--- config.mk ---
export PLATFORM = sky130hd
export DESIGN_NAME = touch_drag_click_qualifier_top
export DESIGN_NICKNAME = d
export VERILOG_FILES = /design/src/rtl/tdcq_pkg.sv /design/src/rtl/tdcq_cfg.sv /design/src/rtl/tdcq_core.sv /design/src/rtl/touch_drag_click_qualifier_top.sv
export SDC_FILE = /design/constraint.sdc
export NUM_CORES = 1
export LEC_CHECK = 0
export ABC_AREA = 1
export BUFFER_PORTS_ARGS = -buffer_cell sky130_fd_sc_hd__buf_2
export CORE_ASPECT_RATIO = 1.1
export CORE_MARGIN = 3
export CORE_UTILIZATION = 23
export CTS_BUF_LIST = sky130_fd_sc_hd__clkbuf_4
export CTS_CLUSTER_DIAMETER = 200
export DETAILED_ROUTE_END_ITERATION = 10
export PLACE_DENSITY_LB_ADDON = 0.08
export SKIP_LAST_GASP = 1
export SLEW_MARGIN = 20
export SYNTH_ARGS = -nofsm -noshare
export SYNTH_HDL_FRONTEND = slang
export SYNTH_HIERARCHICAL = 1
export SYNTH_SLANG_ARGS = --single-unit
--- constraint.sdc ---
create_clock -name i_clk -period 4.4 [get_ports i_clk]
set_input_delay 0.66 -clock i_clk [delete_from_list [all_inputs] [get_ports i_clk]]
set_output_delay 0.66 -clock i_clk [all_outputs]
set_load 0.005 [all_outputs]
--- src/rtl/tdcq_pkg.sv ---
package tdcq_pkg;

    // fixed widths of coordinates and time
    localparam int COORD_BITS = 12;
    localparam int TIME_BITS  = 32;

    localparam int CFG_IDX_BITS  = 3;
    localparam int CFG_DATA_BITS = 16;

    // register reset values
    localparam logic [11:0] RST_DRAG_THRESHOLD  = 12'd12;
    localparam logic [15:0] RST_CLICK_GUARD     = 16'd300;
    localparam logic [7:0]  RST_FAILURE_LIMIT   = 8'd8;
    localparam logic [15:0] RST_RECOVERY_IVL    = 16'd1000;
    localparam logic [12:0] RST_SCREEN_WIDTH    = 13'd240;
    localparam logic [12:0] RST_SCREEN_HEIGHT   = 13'd280;

    localparam logic [7:0]  FAIL_SAT = 8'hFF;
    localparam logic [3:0]  NIBBLE_MASK = 4'hF;

    // register indexes
    typedef enum logic [CFG_IDX_BITS-1:0] {
        REG_DRAG_THRESHOLD = 3'd0,
        REG_CLICK_GUARD    = 3'd1,
        REG_FAILURE_LIMIT  = 3'd2,
        REG_RECOVERY_IVL   = 3'd3,
        REG_SCREEN_WIDTH   = 3'd4,
        REG_SCREEN_HEIGHT  = 3'd5
    } t_reg_idx;

    // item kinds
    typedef enum logic [1:0] {
        OP_SAMPLE = 2'd0,
        OP_FAIL   = 2'd1,
        OP_PROBE  = 2'd2,
        OP_TICK   = 2'd3
    } t_opcode;

    typedef struct packed {
        t_opcode                opcode;
        logic [TIME_BITS-1:0]   now_ms;
        logic [7:0]             finger_count;
        logic [7:0]             x_high_byte;
        logic [7:0]             x_low_byte;
        logic [7:0]             y_high_byte;
        logic [7:0]             y_low_byte;
        logic                   probe_ok;
        logic                   probe_is_recovery;
    } t_in_item;

    typedef struct packed {
        logic                   pressed;
        logic [COORD_BITS-1:0]  point_x;
        logic [COORD_BITS-1:0]  point_y;
        logic                   click_allowed;
        logic                   recover_request;
        logic                   controller_healthy;
    } t_out_item;

    typedef struct packed {
        logic [11:0] drag_threshold;
        logic [15:0] click_guard_ms;
        logic [7:0]  failure_limit;
        logic [15:0] recovery_interval_ms;
        logic [12:0] screen_width;
        logic [12:0] screen_height;
    } t_cfg;

    // coordinate from raw high and low bytes
    function automatic logic [COORD_BITS-1:0] unpack(input logic [7:0] hi,
                                                     input logic [7:0] lo);
        logic [11:0] raw;
        raw = {hi[3:0] & NIBBLE_MASK, lo};
        return COORD_BITS'(raw);
    endfunction

endpackage

--- src/rtl/tdcq_cfg.sv ---
module tdcq_cfg (
    input  logic                                i_clk,
    input  logic                                i_rst_n,
    input  logic                                i_cfg_valid,
    output logic                                o_cfg_ready,
    input  logic [tdcq_pkg::CFG_IDX_BITS-1:0]   i_cfg_index,
    input  logic [tdcq_pkg::CFG_DATA_BITS-1:0]  i_cfg_data,
    output tdcq_pkg::t_cfg                      o_cfg
);

    tdcq_pkg::t_cfg r_cfg;

    // writes are always taken
    assign o_cfg_ready = 1'b1;
    assign o_cfg       = r_cfg;

    // register file, unknown indexes ignored
    always_ff @(posedge i_clk) begin
        if (!i_rst_n) begin
            r_cfg.drag_threshold       <= tdcq_pkg::RST_DRAG_THRESHOLD;
            r_cfg.click_guard_ms       <= tdcq_pkg::RST_CLICK_GUARD;
            r_cfg.failure_limit        <= tdcq_pkg::RST_FAILURE_LIMIT;
            r_cfg.recovery_interval_ms <= tdcq_pkg::RST_RECOVERY_IVL;
            r_cfg.screen_width         <= tdcq_pkg::RST_SCREEN_WIDTH;
            r_cfg.screen_height        <= tdcq_pkg::RST_SCREEN_HEIGHT;
        end else if (i_cfg_valid) begin
            case (tdcq_pkg::t_reg_idx'(i_cfg_index))
                tdcq_pkg::REG_DRAG_THRESHOLD: r_cfg.drag_threshold       <= i_cfg_data[11:0];
                tdcq_pkg::REG_CLICK_GUARD:    r_cfg.click_guard_ms       <= i_cfg_data;
                tdcq_pkg::REG_FAILURE_LIMIT:  r_cfg.failure_limit        <= i_cfg_data[7:0];
                tdcq_pkg::REG_RECOVERY_IVL:   r_cfg.recovery_interval_ms <= i_cfg_data;
                tdcq_pkg::REG_SCREEN_WIDTH:   r_cfg.screen_width         <= i_cfg_data[12:0];
                tdcq_pkg::REG_SCREEN_HEIGHT:  r_cfg.screen_height        <= i_cfg_data[12:0];
                default: ;
            endcase
        end
    end

endmodule

--- src/rtl/tdcq_core.sv ---
module tdcq_core (
    input  logic                   i_clk,
    input  logic                   i_rst_n,
    input  tdcq_pkg::t_cfg         i_cfg,
    input  logic                   i_in_valid,
    output logic                   o_in_stall,
    input  tdcq_pkg::t_in_item     i_in_data,
    output logic                   o_out_valid,
    input  logic                   i_out_stall,
    output tdcq_pkg::t_out_item    o_out_data
);

    localparam int CB = tdcq_pkg::COORD_BITS;
    localparam int TB = tdcq_pkg::TIME_BITS;

    // input stage
    logic                r_in_valid;
    tdcq_pkg::t_in_item  r_in;

    // result stage
    logic                r_out_valid;
    tdcq_pkg::t_out_item r_out;
    tdcq_pkg::t_out_item n_out;

    // qualifier state
    logic          r_healthy,  n_healthy;
    logic [7:0]    r_fail_cnt, n_fail_cnt;
    logic          r_pending,  n_pending;
    logic [TB-1:0] r_last_rec, n_last_rec;
    logic          r_touch,    n_touch;
    logic          r_drag,     n_drag;
    logic [CB-1:0] r_org_x,    n_org_x;
    logic [CB-1:0] r_org_y,    n_org_y;
    logic [TB-1:0] r_block,    n_block;

    logic adv;
    logic accept;

    // item moves to the result register when that is free or being emptied
    assign adv        = r_in_valid && (!r_out_valid || !i_out_stall);
    assign o_in_stall = r_in_valid && !adv;
    assign accept     = i_in_valid && !o_in_stall;

    assign o_out_valid = r_out_valid;
    assign o_out_data  = r_out;

    // pipeline control
    always_ff @(posedge i_clk) begin
        if (!i_rst_n) begin
            r_in_valid  <= 1'b0;
            r_out_valid <= 1'b0;
        end else begin
            if (accept) begin
                r_in_valid <= 1'b1;
            end else if (adv) begin
                r_in_valid <= 1'b0;
            end
            if (adv) begin
                r_out_valid <= 1'b1;
            end else if (!i_out_stall) begin
                r_out_valid <= 1'b0;
            end
        end
    end

    // payload registers
    always_ff @(posedge i_clk) begin
        if (accept) begin
            r_in <= i_in_data;
        end
        if (adv) begin
            r_out <= n_out;
        end
    end

    // state registers, updated as each transaction completes
    always_ff @(posedge i_clk) begin
        if (!i_rst_n) begin
            r_healthy  <= 1'b0;
            r_fail_cnt <= '0;
            r_pending  <= 1'b0;
            r_last_rec <= '0;
            r_touch    <= 1'b0;
            r_drag     <= 1'b0;
            r_org_x    <= '0;
            r_org_y    <= '0;
            r_block    <= '0;
        end else if (adv) begin
            r_healthy  <= n_healthy;
            r_fail_cnt <= n_fail_cnt;
            r_pending  <= n_pending;
            r_last_rec <= n_last_rec;
            r_touch    <= n_touch;
            r_drag     <= n_drag;
            r_org_x    <= n_org_x;
            r_org_y    <= n_org_y;
            r_block    <= n_block;
        end
    end

    // per item datapath
    logic [CB-1:0] x, y;
    logic [CB-1:0] dx, dy;
    logic          on_screen;
    logic          press, release_req;
    logic          blk_set;
    logic [7:0]    fail_inc;
    logic [TB-1:0] since_block;
    logic [TB-1:0] since_rec;

    assign x  = tdcq_pkg::unpack(r_in.x_high_byte, r_in.x_low_byte);
    assign y  = tdcq_pkg::unpack(r_in.y_high_byte, r_in.y_low_byte);
    assign dx = (x > r_org_x) ? x - r_org_x : r_org_x - x;
    assign dy = (y > r_org_y) ? y - r_org_y : r_org_y - y;
    assign on_screen = (r_in.finger_count != 8'd0)
                 && ({1'b0, x} < i_cfg.screen_width)
                 && ({1'b0, y} < i_cfg.screen_height);
    assign fail_inc    = (r_fail_cnt != tdcq_pkg::FAIL_SAT) ? r_fail_cnt + 8'd1 : r_fail_cnt;
    assign since_block = r_in.now_ms - r_block;
    assign since_rec   = r_in.now_ms - r_last_rec;

    always_comb begin
        n_healthy   = r_healthy;
        n_fail_cnt  = r_fail_cnt;
        n_pending   = r_pending;
        n_last_rec  = r_last_rec;
        n_touch     = r_touch;
        n_drag      = r_drag;
        n_org_x     = r_org_x;
        n_org_y     = r_org_y;
        n_block     = r_block;
        press       = 1'b0;
        release_req = 1'b0;
        blk_set     = 1'b0;
        n_out       = '0;

        // item kind
        case (r_in.opcode)
            tdcq_pkg::OP_SAMPLE: begin
                if (r_healthy) begin
                    n_fail_cnt = '0;
                    if (on_screen) begin
                        press = 1'b1;
                    end else begin
                        release_req = 1'b1;
                    end
                end else begin
                    release_req = 1'b1;
                end
            end
            tdcq_pkg::OP_FAIL: begin
                if (r_healthy) begin
                    n_fail_cnt = fail_inc;
                    if (fail_inc >= i_cfg.failure_limit) begin
                        n_healthy = 1'b0;
                        n_pending = 1'b1;
                    end
                end
                release_req = 1'b1;
            end
            tdcq_pkg::OP_PROBE: begin
                n_healthy  = r_in.probe_ok;
                n_fail_cnt = '0;
                n_pending  = r_in.probe_is_recovery && !r_in.probe_ok;
            end
            tdcq_pkg::OP_TICK: begin
                if (r_pending && (since_rec >= {{(TB-16){1'b0}}, i_cfg.recovery_interval_ms}))
                begin
                    n_pending                = 1'b0;
                    n_last_rec               = r_in.now_ms;
                    n_out.recover_request    = 1'b1;
                end
            end
            default: ;
        endcase

        // press: latch origin or look for drag
        if (press) begin
            n_out.pressed = 1'b1;
            n_out.point_x = x;
            n_out.point_y = y;
            if (!r_touch) begin
                n_touch = 1'b1;
                n_drag  = 1'b0;
                n_org_x = x;
                n_org_y = y;
            end else if ((dx >= i_cfg.drag_threshold) || (dy >= i_cfg.drag_threshold)) begin
                n_drag = 1'b1;
            end
        end

        // release: a finished drag starts the click guard
        if (release_req && r_touch) begin
            if (r_drag) begin
                n_block = r_in.now_ms + {{(TB-16){1'b0}}, i_cfg.click_guard_ms};
                blk_set = 1'b1;
            end
            n_touch = 1'b0;
            n_drag  = 1'b0;
        end

        // a fresh guard measured at its own start expires only when zero long
        if (blk_set) begin
            n_out.click_allowed = (i_cfg.click_guard_ms == 16'd0);
        end else begin
            n_out.click_allowed = !n_drag && !since_block[TB-1];
        end
        n_out.controller_healthy = n_healthy;
    end

    // checks
    a_drag_needs_touch: assert property (@(posedge i_clk) disable iff (!i_rst_n)
        r_drag |-> r_touch)
        else $error("drag flag set without touch down");

    a_req_only_on_tick: assert property (@(posedge i_clk) disable iff (!i_rst_n)
        (adv && r_in.opcode != tdcq_pkg::OP_TICK) |=> !r_out.recover_request)
        else $error("recovery request from a non tick item");

    a_press_only_on_sample: assert property (@(posedge i_clk) disable iff (!i_rst_n)
        (adv && r_in.opcode != tdcq_pkg::OP_SAMPLE) |=> !r_out.pressed)
        else $error("press reported from a non sample item");

    a_held_item_kept: assert property (@(posedge i_clk) disable iff (!i_rst_n)
        (r_in_valid && !adv) |=> (r_in_valid && $stable(r_in)))
        else $error("waiting item lost or changed");

endmodule

--- src/rtl/touch_drag_click_qualifier_top.sv ---
// a taken transaction moves from the input register to the result register, where
// it is offered, when that register is free or being emptied; throughput: one
// transaction per cycle unless the output stalls; the input and result registers
// form a two-stage pipeline and all state is updated in the single compute stage
// reset: synchronous, active low; state and control registers return to defaults
// and the controller starts unhealthy with no touch, no pending recovery, no guard
module touch_drag_click_qualifier_top (
    input  logic                                i_clk,
    input  logic                                i_rst_n,
    input  logic                                i_in_valid,
    output logic                                o_in_stall,
    input  tdcq_pkg::t_in_item                  i_in_data,
    output logic                                o_out_valid,
    input  logic                                i_out_stall,
    output tdcq_pkg::t_out_item                 o_out_data,
    input  logic                                i_cfg_valid,
    output logic                                o_cfg_ready,
    input  logic [tdcq_pkg::CFG_IDX_BITS-1:0]   i_cfg_index,
    input  logic [tdcq_pkg::CFG_DATA_BITS-1:0]  i_cfg_data
);

    tdcq_pkg::t_cfg cfg;

    // configuration registers
    tdcq_cfg u_cfg (
        .i_clk       (i_clk),
        .i_rst_n     (i_rst_n),
        .i_cfg_valid (i_cfg_valid),
        .o_cfg_ready (o_cfg_ready),
        .i_cfg_index (i_cfg_index),
        .i_cfg_data  (i_cfg_data),
        .o_cfg       (cfg)
    );

    // qualifier pipeline
    tdcq_core u_core (
        .i_clk       (i_clk),
        .i_rst_n     (i_rst_n),
        .i_cfg       (cfg),
        .i_in_valid  (i_in_valid),
        .o_in_stall  (o_in_stall),
        .i_in_data   (i_in_data),
        .o_out_valid (o_out_valid),
        .i_out_stall (i_out_stall),
        .o_out_data  (o_out_data)
    );

endmodule
==> results.sh, run 1 <==
export IMPL_power_frac_comb_pct=17.9
export IMPL_holdPathEnd="u_cfg/o_cfg[55]"
export IMPL_slew_violations=0
export IMPL_post_place_ws_ns=0.0110
export IMPL_crit_slowest_cell="edfxtp_1"
export IMPL_timing_setup_tns_ns=0
export IMPL_grt_max_degree=130
export IMPL_place_area_mm2=0.0209
export IMPL_hold_start="i_cfg_data[5]"
export IMPL_port_buffer_count=121
export IMPL_min_path_type="input pin to flop"
export IMPL_rr_worst_depth=29
export IMPL_crit_arrival_ns=4.74
export IMPL_grt_pass1_vias=18000
export IMPL_synthDistinctLibCells=49
export IMPL_dieWidth_um=278
export IMPL_avgRoutedWirePerCell_um=16.0
export IMPL_max_slew_margin_rel_pct=53.8
export IMPL_ant_nets=0
export IMPL_synth_seq_area_share_pct=34.8
export IMPL_r2r_end="u_core/r_drag"
export IMPL_cp_slowest_stage_delay_ns=0.38
export IMPL_dr_first_iter_drc_count=881
export IMPL_p_int_mw=4.71
export IMPL_cts_tree="done"
export IMPL_start_util_pct=23.4
export IMPL_power_frac_clock_pct=41.4
export IMPL_setup_violations=0
export IMPL_cts_buffer_depth=3
export IMPL_peakVddDrop_mv=0.211
export IMPL_drive_gt1_share_pct=13.9
export IMPL_clkTransAtPathRegs_ns=0.06
export IMPL_multi_input_area_mm2=0.0103
export IMPL_grt_overflow=0
export IMPL_finalHoldViolCount=0
export IMPL_wl_mm=65.5
export IMPL_area_growth_pct=23.5
export IMPL_syn_area_mm2=0.0187
export IMPL_fin_skew_ns=0.108
export IMPL_grtUsageTotal_pct=15.5
export IMPL_drcViolationCount=0
export IMPL_fin_hold_ws_ns=0.157
export IMPL_synth_edf_count=96
export IMPL_vias=17600
export IMPL_clk_latency_ns=0.88
export IMPL_synth_area_top_cells="dfxtp_1, edfxtp_1, ha_1"
export IMPL_crit_fanout=6
export IMPL_outcome="finished clean"
export IMPL_power_switching_mw=2.14
export IMPL_clkSinkCount=276
export IMPL_postLayoutCellArea_mm2=0.0230
export IMPL_cp_required_ns=5.06
export IMPL_root_buffer="clkbuf_4"
export IMPL_fin_crit_ns=4.08
export IMPL_r2r_start="u_core/r_in[2]"
export IMPL_min_path_cells=3
export IMPL_max_clock_freq_mhz=245
export IMPL_die_y_um=305
export IMPL_pwr_share_seq_pct=40.7
export IMPL_hpwl_mm=51.3
export IMPL_synth_top_area_share_pct=19.3
export IMPL_regArea_mm2=0.00649
export IMPL_die_area_mm2=0.0846
export IMPL_path_class="flop to flop"
export IMPL_swShare_pct=31.2
export IMPL_fin_nets=3260
export IMPL_p_leak_nw=11.1
export IMPL_p_per_area_mw_per_mm2=297
export IMPL_fin_ws_ns=0.324
export IMPL_num_rows=108
export IMPL_ys_seq_elements=276
export IMPL_r2r_slack_ns=0.32
export IMPL_place_gp_congestion=0.850
export IMPL_cp_start_kind="flop"
export IMPL_core_area_mm2=0.0796
export IMPL_worst_pin_slew_ns=0.692
export IMPL_yosysWarnings=6
export IMPL_vias_per_cell=4.30
export IMPL_dr_pass1_iters=5
export IMPL_end_kind="flop"
export IMPL_cts_buffers=91
export IMPL_cap_violations=0
export IMPL_nFillCells=8876
export IMPL_synthArstFlopShare_pct=0
export IMPL_htreeDepth=3
export IMPL_grt_pass1_wl_mm=102
export IMPL_fin_crit_sh_pct=92.6
export IMPL_ys_flop_type="dfxtp_1"
export IMPL_io_pins=131
export IMPL_synth_fp_nets=2944
export IMPL_antenna_found_initial=2
export IMPL_synthCells=2640
export IMPL_postSynthAreaPerCell_um2=7.07
export IMPL_yosysTopAreaCell="dfxtp_1"
## power groups by stage
stage | Combinational [mW] | Sequential, mW | Clock (mW)
after global placement | 1.17 | 2.85 | 0
after floorplan | 0.742 | 2.82 | 0
after detailed placement | 1.17 | 2.85 | 0
final | 1.23 | 2.79 | 2.83
after global routing | 1.41 | 2.80 | 3.15
after CTS | 1.23 | 2.79 | 3.00
## through the flow
stage / util [%] / power [mW] / instances
after floorplan: - / 3.57 / 2640
after global placement: 26.3 / 4.01 / 3829
after detailed placement: 26.3 / 4.02 / 3829
after CTS: 28.7 / 7.03 / 4073
after global routing: 28.9 / 7.36 / 4086
final: 28.9 / 6.85 / 4086
## synthesized netlist by cell type, types with 3 or more instances
cell,count
a211oi_1,4
a21oi_1,191
a221oi_1,5
a31oi_1,9
and3_1,3
buf_1,9
buf_2,21
buf_4,4
buf_6,11
clkbuf_1,19
dfxtp_1,180
edfxtp_1,96
fa_1,6
ha_1,198
inv_1,429
inv_2,5
mux2i_1,3
nand2_1,658
nand2_2,9
nand3_1,188
nand3b_1,3
nand4_1,15
nor2_1,345
nor2_2,7
nor2_4,3
nor3_1,12
nor4_1,7
o211ai_1,5
o21ai_0,88
o21ai_1,5
o21bai_1,9
xnor2_1,19
xor2_1,52
## worst max-delay path, delay by kind of cell (launching register included)
family                     cells  cell delay [ns]
AOI/OAI and AO/OA             11             1.25
xor gates and xnor gates       1             0.14
adders and majority gates      3             0.84
buffers and inverters          8             0.84
DFF                            1             0.38
and+or+nand+nor                6             0.43
## sequential cells by signal, summed over array words and instances (netlist names), 8 cells and up
register / count
u_cfg/o_cfg: 78
u_core/r_last_rec: 32
u_core/o_out_data: 28
u_core/r_org_x: 12
u_core/r_in: 68
u_core/r_org_y: 12
u_core/r_block: 32
u_core/r_fail_cnt: 8
## worst max-delay path by stage
stage | slack [ns] | end | start | depth (start not counted)
after floorplan | 0.83 | u_core/o_out_data[2] | u_core/r_in[18] | 28
after global placement | 0.04 | u_core/r_drag | u_core/r_in[18] | 28
after detailed placement | 0.01 | u_core/r_drag | u_core/r_in[18] | 28
after CTS | 0.05 | u_core/r_drag | u_core/r_in[18] | 27
after global routing | -0.04 | u_core/r_drag | u_core/r_in[2] | 29
final | 0.32 | u_core/r_drag | u_core/r_in[2] | 29
## logic make-up (layout without fill, tap and decap cells)
| logic type | Yosys count | in the layout | share of synthesized area (%) |
|---|---|---|---|
| adder cells (fa/ha/maj) | 204 | 204 | 13.9 |
| AND/OR/NAND/NOR | 1255 | 1255 | 27.5 |
| multiplexers | 3 | 3 | 0.161 |
| XOR/XNOR | 71 | 71 | 3.33 |
| buffers and inverters | 498 | 893 | 10.7 |
| flip-flops | 276 | 276 | 34.8 |
| AO/OA/AOI/OAI | 332 | 332 | 9.61 |
| other | 1 | 7 | 0.0201 |
## layer usage
layer,vias to the layer above,global-route usage (%),wire [um]
met1,8065,18.4,28700
met3,104,2.89,2280
met2,282,28.1,33000
met4,0,4.91,1550
li1,9121,-,-
met5,-,0,0
## final cells by class
cell class	instances	area share, %
multi-input combinational	1866	44.7
sequential	276	28.2
timing repair buffer	287	9.03
inverter	434	7.08
tap	1045	5.68
clock buffer	140	4.56
clock inverter	32	0.755
antenna	6	0.0652
## layout by cell type, fill, tap and decap left out, drive strengths merged, types with 2 or more instances in the layout
cell and count:
nand2 667, inv 437, nor2 355, buf 215, ha 198, a21oi 191, nand3 188, dfxtp 180
clkbuf 140, edfxtp 96, o21ai 93, dlygate4sd3 72, xor2 52, clkinv 27, xnor2 19, nand4 16
nor3 12, a31oi 9, o21bai 9, nor4 7, diode 6, a221oi 6, fa 6, o211ai 5
a211oi 4, nand3b 3, and3 3, mux2i 3, o21a 2, o22ai 2, o2111ai 2, o31ai 2
a21o 2, a22oi 2, or2 2, o221ai 2
## repair_timing
item | 4_1_cts | 5_1_grt
pin swaps | 0 | 14
hold buffers | 72 | 0
cloned | 0 | 0
buffers inserted | 0 | 7
gates resized for setup | 5 | 34
hold endpoints to repair | 74 | 0
setup endpoints to repair | 2 | 30
Power figures use the tool's default switching activity.
==> inputs of run 2 (changes only) <==
RECOVER_POWER = 50   (was default)
==> run 2 against run 1 <==
  * Power about the same
  * Critical endpoint unchanged
  * Worst setup slack better by 0.0032 ns
  * Clock skew about the same
  * Highest routed layer unchanged
  * The flow now finishes with violations (capacitance limit, slew limit)
  * Largest cell class unchanged
  * Critical path depth down 1
  * Cell count unchanged
==> results.sh, run 2 (synthesis results as in run 1) <==
export IMPL_outcome="complete, but fails checks"
export IMPL_violations="capacitance limit, slew limit"
export IMPL_area_growth_pct=23.3
export IMPL_cp_slowest_stage_delay_ns=0.38
export IMPL_grt_pass1_vias=18000
export IMPL_wl_mm=65.6
export IMPL_max_slew_margin_rel_pct=-30.6
export IMPL_cp_start_kind="flop"
export IMPL_dr_first_iter_drc_count=868
export IMPL_port_buffer_count=121
export IMPL_r2r_end="u_core/r_drag"
export IMPL_min_path_type="input pin to flop"
export IMPL_clk_latency_ns=0.88
export IMPL_crit_fanout=5
export IMPL_swShare_pct=31.2
export IMPL_dieWidth_um=278
export IMPL_core_area_mm2=0.0796
export IMPL_fin_nets=3260
export IMPL_cts_buffer_depth=3
export IMPL_grt_max_degree=130
export IMPL_die_area_mm2=0.0846
export IMPL_num_rows=108
export IMPL_nFillCells=8886
export IMPL_start_util_pct=23.4
export IMPL_max_clock_freq_mhz=246
export IMPL_postLayoutCellArea_mm2=0.0230
export IMPL_clkSinkCount=276
export IMPL_dp_cells=3829
export IMPL_root_buffer="clkbuf_4"
export IMPL_slew_violations=80
export IMPL_place_gp_congestion=0.850
export IMPL_die_y_um=305
export IMPL_io_pins=131
export IMPL_antenna_found_initial=2
export IMPL_fin_skew_ns=0.108
export IMPL_path_class="flop to flop"
export IMPL_pwr_share_seq_pct=40.8
export IMPL_htreeDepth=3
export IMPL_holdPathEnd="u_cfg/o_cfg[55]"
export IMPL_fin_crit_ns=4.07
export IMPL_cts_tree="done"
export IMPL_power_frac_clock_pct=41.4
export IMPL_grt_overflow=0
export IMPL_hpwl_mm=51.3
export IMPL_largest_reg_flops=78
export IMPL_p_leak_nw=11.0
export IMPL_crit_slowest_cell="edfxtp_1"
export IMPL_avgRoutedWirePerCell_um=16.0
export IMPL_fin_total_pwr_mw=6.85
export IMPL_r2r_slack_ns=0.33
export IMPL_vias_per_cell=4.30
export IMPL_crit_arrival_ns=4.73
export IMPL_vias=17600
export IMPL_setup_violations=0
export IMPL_finalHoldViolCount=0
export IMPL_path_common_cell="inv_1"
export IMPL_cap_violations=3
export IMPL_drive_gt1_share_pct=13.1
export IMPL_fin_crit_sh_pct=92.6
export IMPL_dr_pass1_iters=5
export IMPL_final_cells=4086
export IMPL_peakVddDrop_mv=0.209
export IMPL_p_int_mw=4.71
export IMPL_timing_setup_tns_ns=0
export IMPL_final_cell_mix="nand2_1, inv_1, nor2_1, ha_1, a21oi_1"
export IMPL_rr_worst_depth=28
export IMPL_layout_commonest_cell="nand2_1"
export IMPL_grt_pass1_wl_mm=102
export IMPL_final_util_pct=28.9
export IMPL_ant_nets=0
export IMPL_cts_buffers=91
export IMPL_end_kind="flop"
export IMPL_p_per_area_mw_per_mm2=298
export IMPL_cp_required_ns=5.06
export IMPL_power_frac_comb_pct=17.9
export IMPL_worst_pin_slew_ns=1.96
export IMPL_grtUsageTotal_pct=15.5
export IMPL_power_switching_mw=2.14
export IMPL_clkTransAtPathRegs_ns=0.06
export IMPL_r2r_start="u_core/r_in[2]"
export IMPL_place_area_mm2=0.0209
export IMPL_min_path_cells=3
export IMPL_hold_start="i_cfg_data[5]"
export IMPL_drcViolationCount=0
==> run 2: cell types whose count changed in the layout (fill, tap and decap cells not counted) <==
cell / change
buf_2: -19
buf_1: +1
buf_4: -4
clkinv_2: -1
clkinvlp_2: +1
clkbuf_1: +22
==> run 2: worst max-delay path by stage <==
stage                                 endpoint  slack, ns             from
after global placement           u_core/r_drag       0.04  u_core/r_in[18]
after detailed placement         u_core/r_drag       0.01  u_core/r_in[18]
after floorplan           u_core/o_out_data[2]       0.83  u_core/r_in[18]
after global routing             u_core/r_drag      -0.04   u_core/r_in[2]
after CTS                        u_core/r_drag       0.05  u_core/r_in[18]
final                            u_core/r_drag       0.33   u_core/r_in[2]
==> run 2: routing by layer <==
metal  global-route usage (%)  vias to the layer above  part of all wire (%)
li1                         -                     9121                     -
met1                     18.4                     8053                    44
met2                     28.1                      289                    50
met3                     2.89                      104                   3.6
met4                     4.91                        0                   2.4
met5                        0                        -                     0
==> run 2: final cells by class <==
cell class	instances	area, um2	area share [%]
antenna	6	15.0	0.0653
clock buffer	140	1050	4.57
clock inverter	32	174	0.756
inverter	434	1630	7.09
multi-input combinational	1866	10300	44.8
sequential	276	6490	28.2
tap	1045	1310	5.69
timing repair buffer	287	2040	8.87
==> run 2: critical path, delay by kind of cell, from the launching register on <==
family / cells / cell delay, ns
XOR/XNOR: 1 / 0.18
AND/OR/NAND/NOR: 6 / 0.50
AO/OA/AOI/OAI: 8 / 0.88
buffers and inverters: 9 / 0.86
flip-flops: 1 / 0.38
multiplexers: 1 / 0.23
adder cells (fa/ha/maj): 3 / 0.84
==> run 2: per-stage QoR <==
step                      hold WS (ns)  worst slack (ns)
after floorplan                  0.429             0.830
after global placement           0.442            0.0412
after detailed placement         0.447            0.0110
after CTS                       0.0562            0.0492
after global routing            0.0635           -0.0352
final                            0.158             0.327
==> run 2: power groups by stage <==
stage          Clock, mW  Combinational [mW]  Sequential (mW)
4_1_cts             3.00                1.23             2.79
3_5_place_dp           0                1.17             2.85
6_report            2.83                1.22             2.79
2_1_floorplan          0               0.742             2.82
5_1_grt             3.15                1.41             2.80
3_3_place_gp           0                1.17             2.85
==> run 2: repair_timing <==
| action | 4_1_cts | 5_1_grt |
|---|---|---|
| pin swaps | 0 | 14 |
| hold buffers | 72 | 0 |
| gates resized for setup | 5 | 34 |
| setup buffers | 0 | 7 |
| hold endpoints to repair | 74 | 0 |
| endpoints found under the setup margin | 2 | 30 |
==> inputs of run 3 (changes only) <==
PLACE_DENSITY = 0.48   (was default)
PLACE_DENSITY_LB_ADDON = default   (was 0.08)
==> run 3 against run 2 <==
  * The run still ends with capacitance limit, slew limit left
  * Sequential power about the same
  * Via count down 2.6%
  * Critical endpoint is now u_core/o_out_data[2]
  * Critical path depth down 1
  * Cell count down 1.5%
  * Sequential share of layout area up 0.64 points
  * Combinational power down 5%
  * Register-to-register slack worse by 0.04 ns
  * Core utilization down 0.64 points
  * Global-route usage down 1.8 points
  * Fmax down 0.99%
  * Largest power group is now registers
  * Hold slack worse by 0.025 ns
  * First-iteration DRC count down 6.2%
==> results.sh, run 3 (synthesis results as in run 1) <==
export IMPL_dp_cells=3802
export IMPL_power_frac_clock_pct=39.6
export IMPL_cts_tree="done"
export IMPL_cap_violations=5
export IMPL_violations="capacitance limit, slew limit"
export IMPL_timing_setup_tns_ns=0
export IMPL_htreeDepth=3
export IMPL_power_frac_comb_pct=17.7
export IMPL_io_pins=131
export IMPL_fin_ws_ns=0.286
export IMPL_clkTransAtPathRegs_ns=0.07
export IMPL_crit_fanout=9
export IMPL_grt_setup_unrepaired="true"
export IMPL_cts_buffer_depth=3
export IMPL_ant_nets=0
export IMPL_clk_latency_ns=0.82
export IMPL_drcViolationCount=0
export IMPL_clkSinkCount=276
export IMPL_place_gp_congestion=0.890
export IMPL_avgRoutedWirePerCell_um=14.5
export IMPL_outcome="complete, but fails checks"
export IMPL_root_buffer="clkbuf_4"
export IMPL_area_growth_pct=20.6
export IMPL_crit_arrival_ns=4.75
export IMPL_vias=17100
export IMPL_final_cell_mix="nand2_1, inv_1, nor2_1, ha_1, a21oi_1"
export IMPL_port_buffer_count=121
export IMPL_path_class="flop to flop"
export IMPL_core_area_mm2=0.0796
export IMPL_die_y_um=305
export IMPL_p_leak_nw=10.8
export IMPL_grt_overflow=0
export IMPL_p_int_mw=4.54
export IMPL_grtUsageTotal_pct=13.7
export IMPL_fin_skew_ns=0.0786
export IMPL_fin_nets=3221
export IMPL_fin_crit_sh_pct=93.5
export IMPL_swShare_pct=30.6
export IMPL_fin_crit_ns=4.11
export IMPL_crit_slowest_cell="edfxtp_1"
export IMPL_end_kind="flop"
export IMPL_path_common_cell="inv_1"
export IMPL_largest_reg_flops=78
export IMPL_min_path_type="input pin to flop"
export IMPL_dr_first_iter_drc_count=814
export IMPL_hpwl_mm=44.3
export IMPL_cts_buffers=83
export IMPL_grt_max_degree=75
export IMPL_layout_commonest_cell="nand2_1"
export IMPL_cp_required_ns=5.03
export IMPL_max_clock_freq_mhz=243
export IMPL_dieWidth_um=278
export IMPL_pwr_share_seq_pct=42.7
export IMPL_place_area_mm2=0.0207
export IMPL_start_util_pct=23.4
export IMPL_postLayoutCellArea_mm2=0.0225
export IMPL_dr_pass1_iters=5
export IMPL_antenna_found_initial=4
export IMPL_die_area_mm2=0.0846
export IMPL_peakVddDrop_mv=0.188
export IMPL_power_switching_mw=2.00
export IMPL_cp_slowest_stage_delay_ns=0.44
export IMPL_slew_violations=212
export IMPL_drive_gt1_share_pct=11.1
export IMPL_post_place_ws_ns=0.176
export IMPL_final_cells=4025
export IMPL_max_slew_margin_rel_pct=-131
export IMPL_crit_buf_inv=8
export IMPL_final_util_pct=28.3
export IMPL_p_per_area_mw_per_mm2=291
export IMPL_grt_pass1_vias=16800
export IMPL_finalHoldViolCount=0
export IMPL_cp_start_kind="flop"
export IMPL_worst_pin_slew_ns=3.46
export IMPL_grt_pass1_wl_mm=91.8
export IMPL_setup_violations=0
export IMPL_num_rows=108
export IMPL_vias_per_cell=4.25
export IMPL_wl_mm=58.2
export IMPL_critical_path_top_delay_family="compound AO/OA/AOI/OAI gates"
-- run 3: changes by cell type in the layout (fill, tap and decap cells not counted), moves of 3 or more --
cell and delta:
buf_4 -29, clkbuf_4 -20, o21ai_0 +6, ha_1 +5, buf_2 +4, clkinv_2 -4
diode_2 -4, nor2_1 +4, o21ai_2 -4, clkbuf_1 -3, ha_2 -3, nor2_2 -3
-- run 3: final timing paths --
check | start | to | slack [ns] | cells after the start
worst max register to register | u_core/r_in[18] | u_core/o_out_data[2] | 0.29 | 27
worst min register to register | u_core/r_block[28] | u_core/r_block[28] | 0.45 | 2
worst min-delay path | i_cfg_data[2] | u_cfg/o_cfg[68] | 0.13 | 3
worst max-delay path | u_core/r_in[18] | u_core/o_out_data[2] | 0.29 | 27
-- run 3: worst min-delay path: cells and delay by family --
kind,cells,cell delay [ns]
buffers and inverters,1,0.14
and+or+nand+nor,2,0.12
-- run 3: final cells by class --
cell class / count / area [um2]
well taps: 1045 / 1310
repair buffers: 256 / 1790
inverters: 434 / 1630
diodes: 2 / 5.00
clock inverters: 26 / 170
flip-flops and latches: 276 / 6490
clock buffers: 120 / 901
fillers: 8832 / 57100
multi-input cells: 1866 / 10200
-- run 3: power by group through the flow --
stage | sequential, mW | combinational (mW) | clock [mW]
floorplan | 2.82 | 0.742 | 0
global placement | 2.85 | 1.11 | 0
detailed placement | 2.85 | 1.10 | 0
CTS | 2.79 | 1.16 | 2.74
global route | 2.80 | 1.33 | 2.86
finish | 2.79 | 1.16 | 2.59
-- run 3: stage by stage --
step	total power, mW	hold WS [ns]
global placement	3.95	0.439
floorplan	3.57	0.429
CTS	6.69	0.0158
finish	6.54	0.133
global route	6.99	0.0995
detailed placement	3.95	0.445
-- run 3: routing by layer --
layer | vias up | GRT usage [%] | share of wire, %
met1 | 7681 | 18.0 | 47
met2 | 316 | 23.0 | 47
met5 | - | 0 | 0.015
met4 | 2 | 3.76 | 2.0
li1 | 9015 | - | -
met3 | 91 | 2.33 | 4.2
-- run 3: timing repair --
item,in CTS,in global routing
gates resized for setup,0,17
hold buffers,70,0
setup buffers,0,5
endpoints found under the setup margin,0,29
hold endpoints to repair,72,0
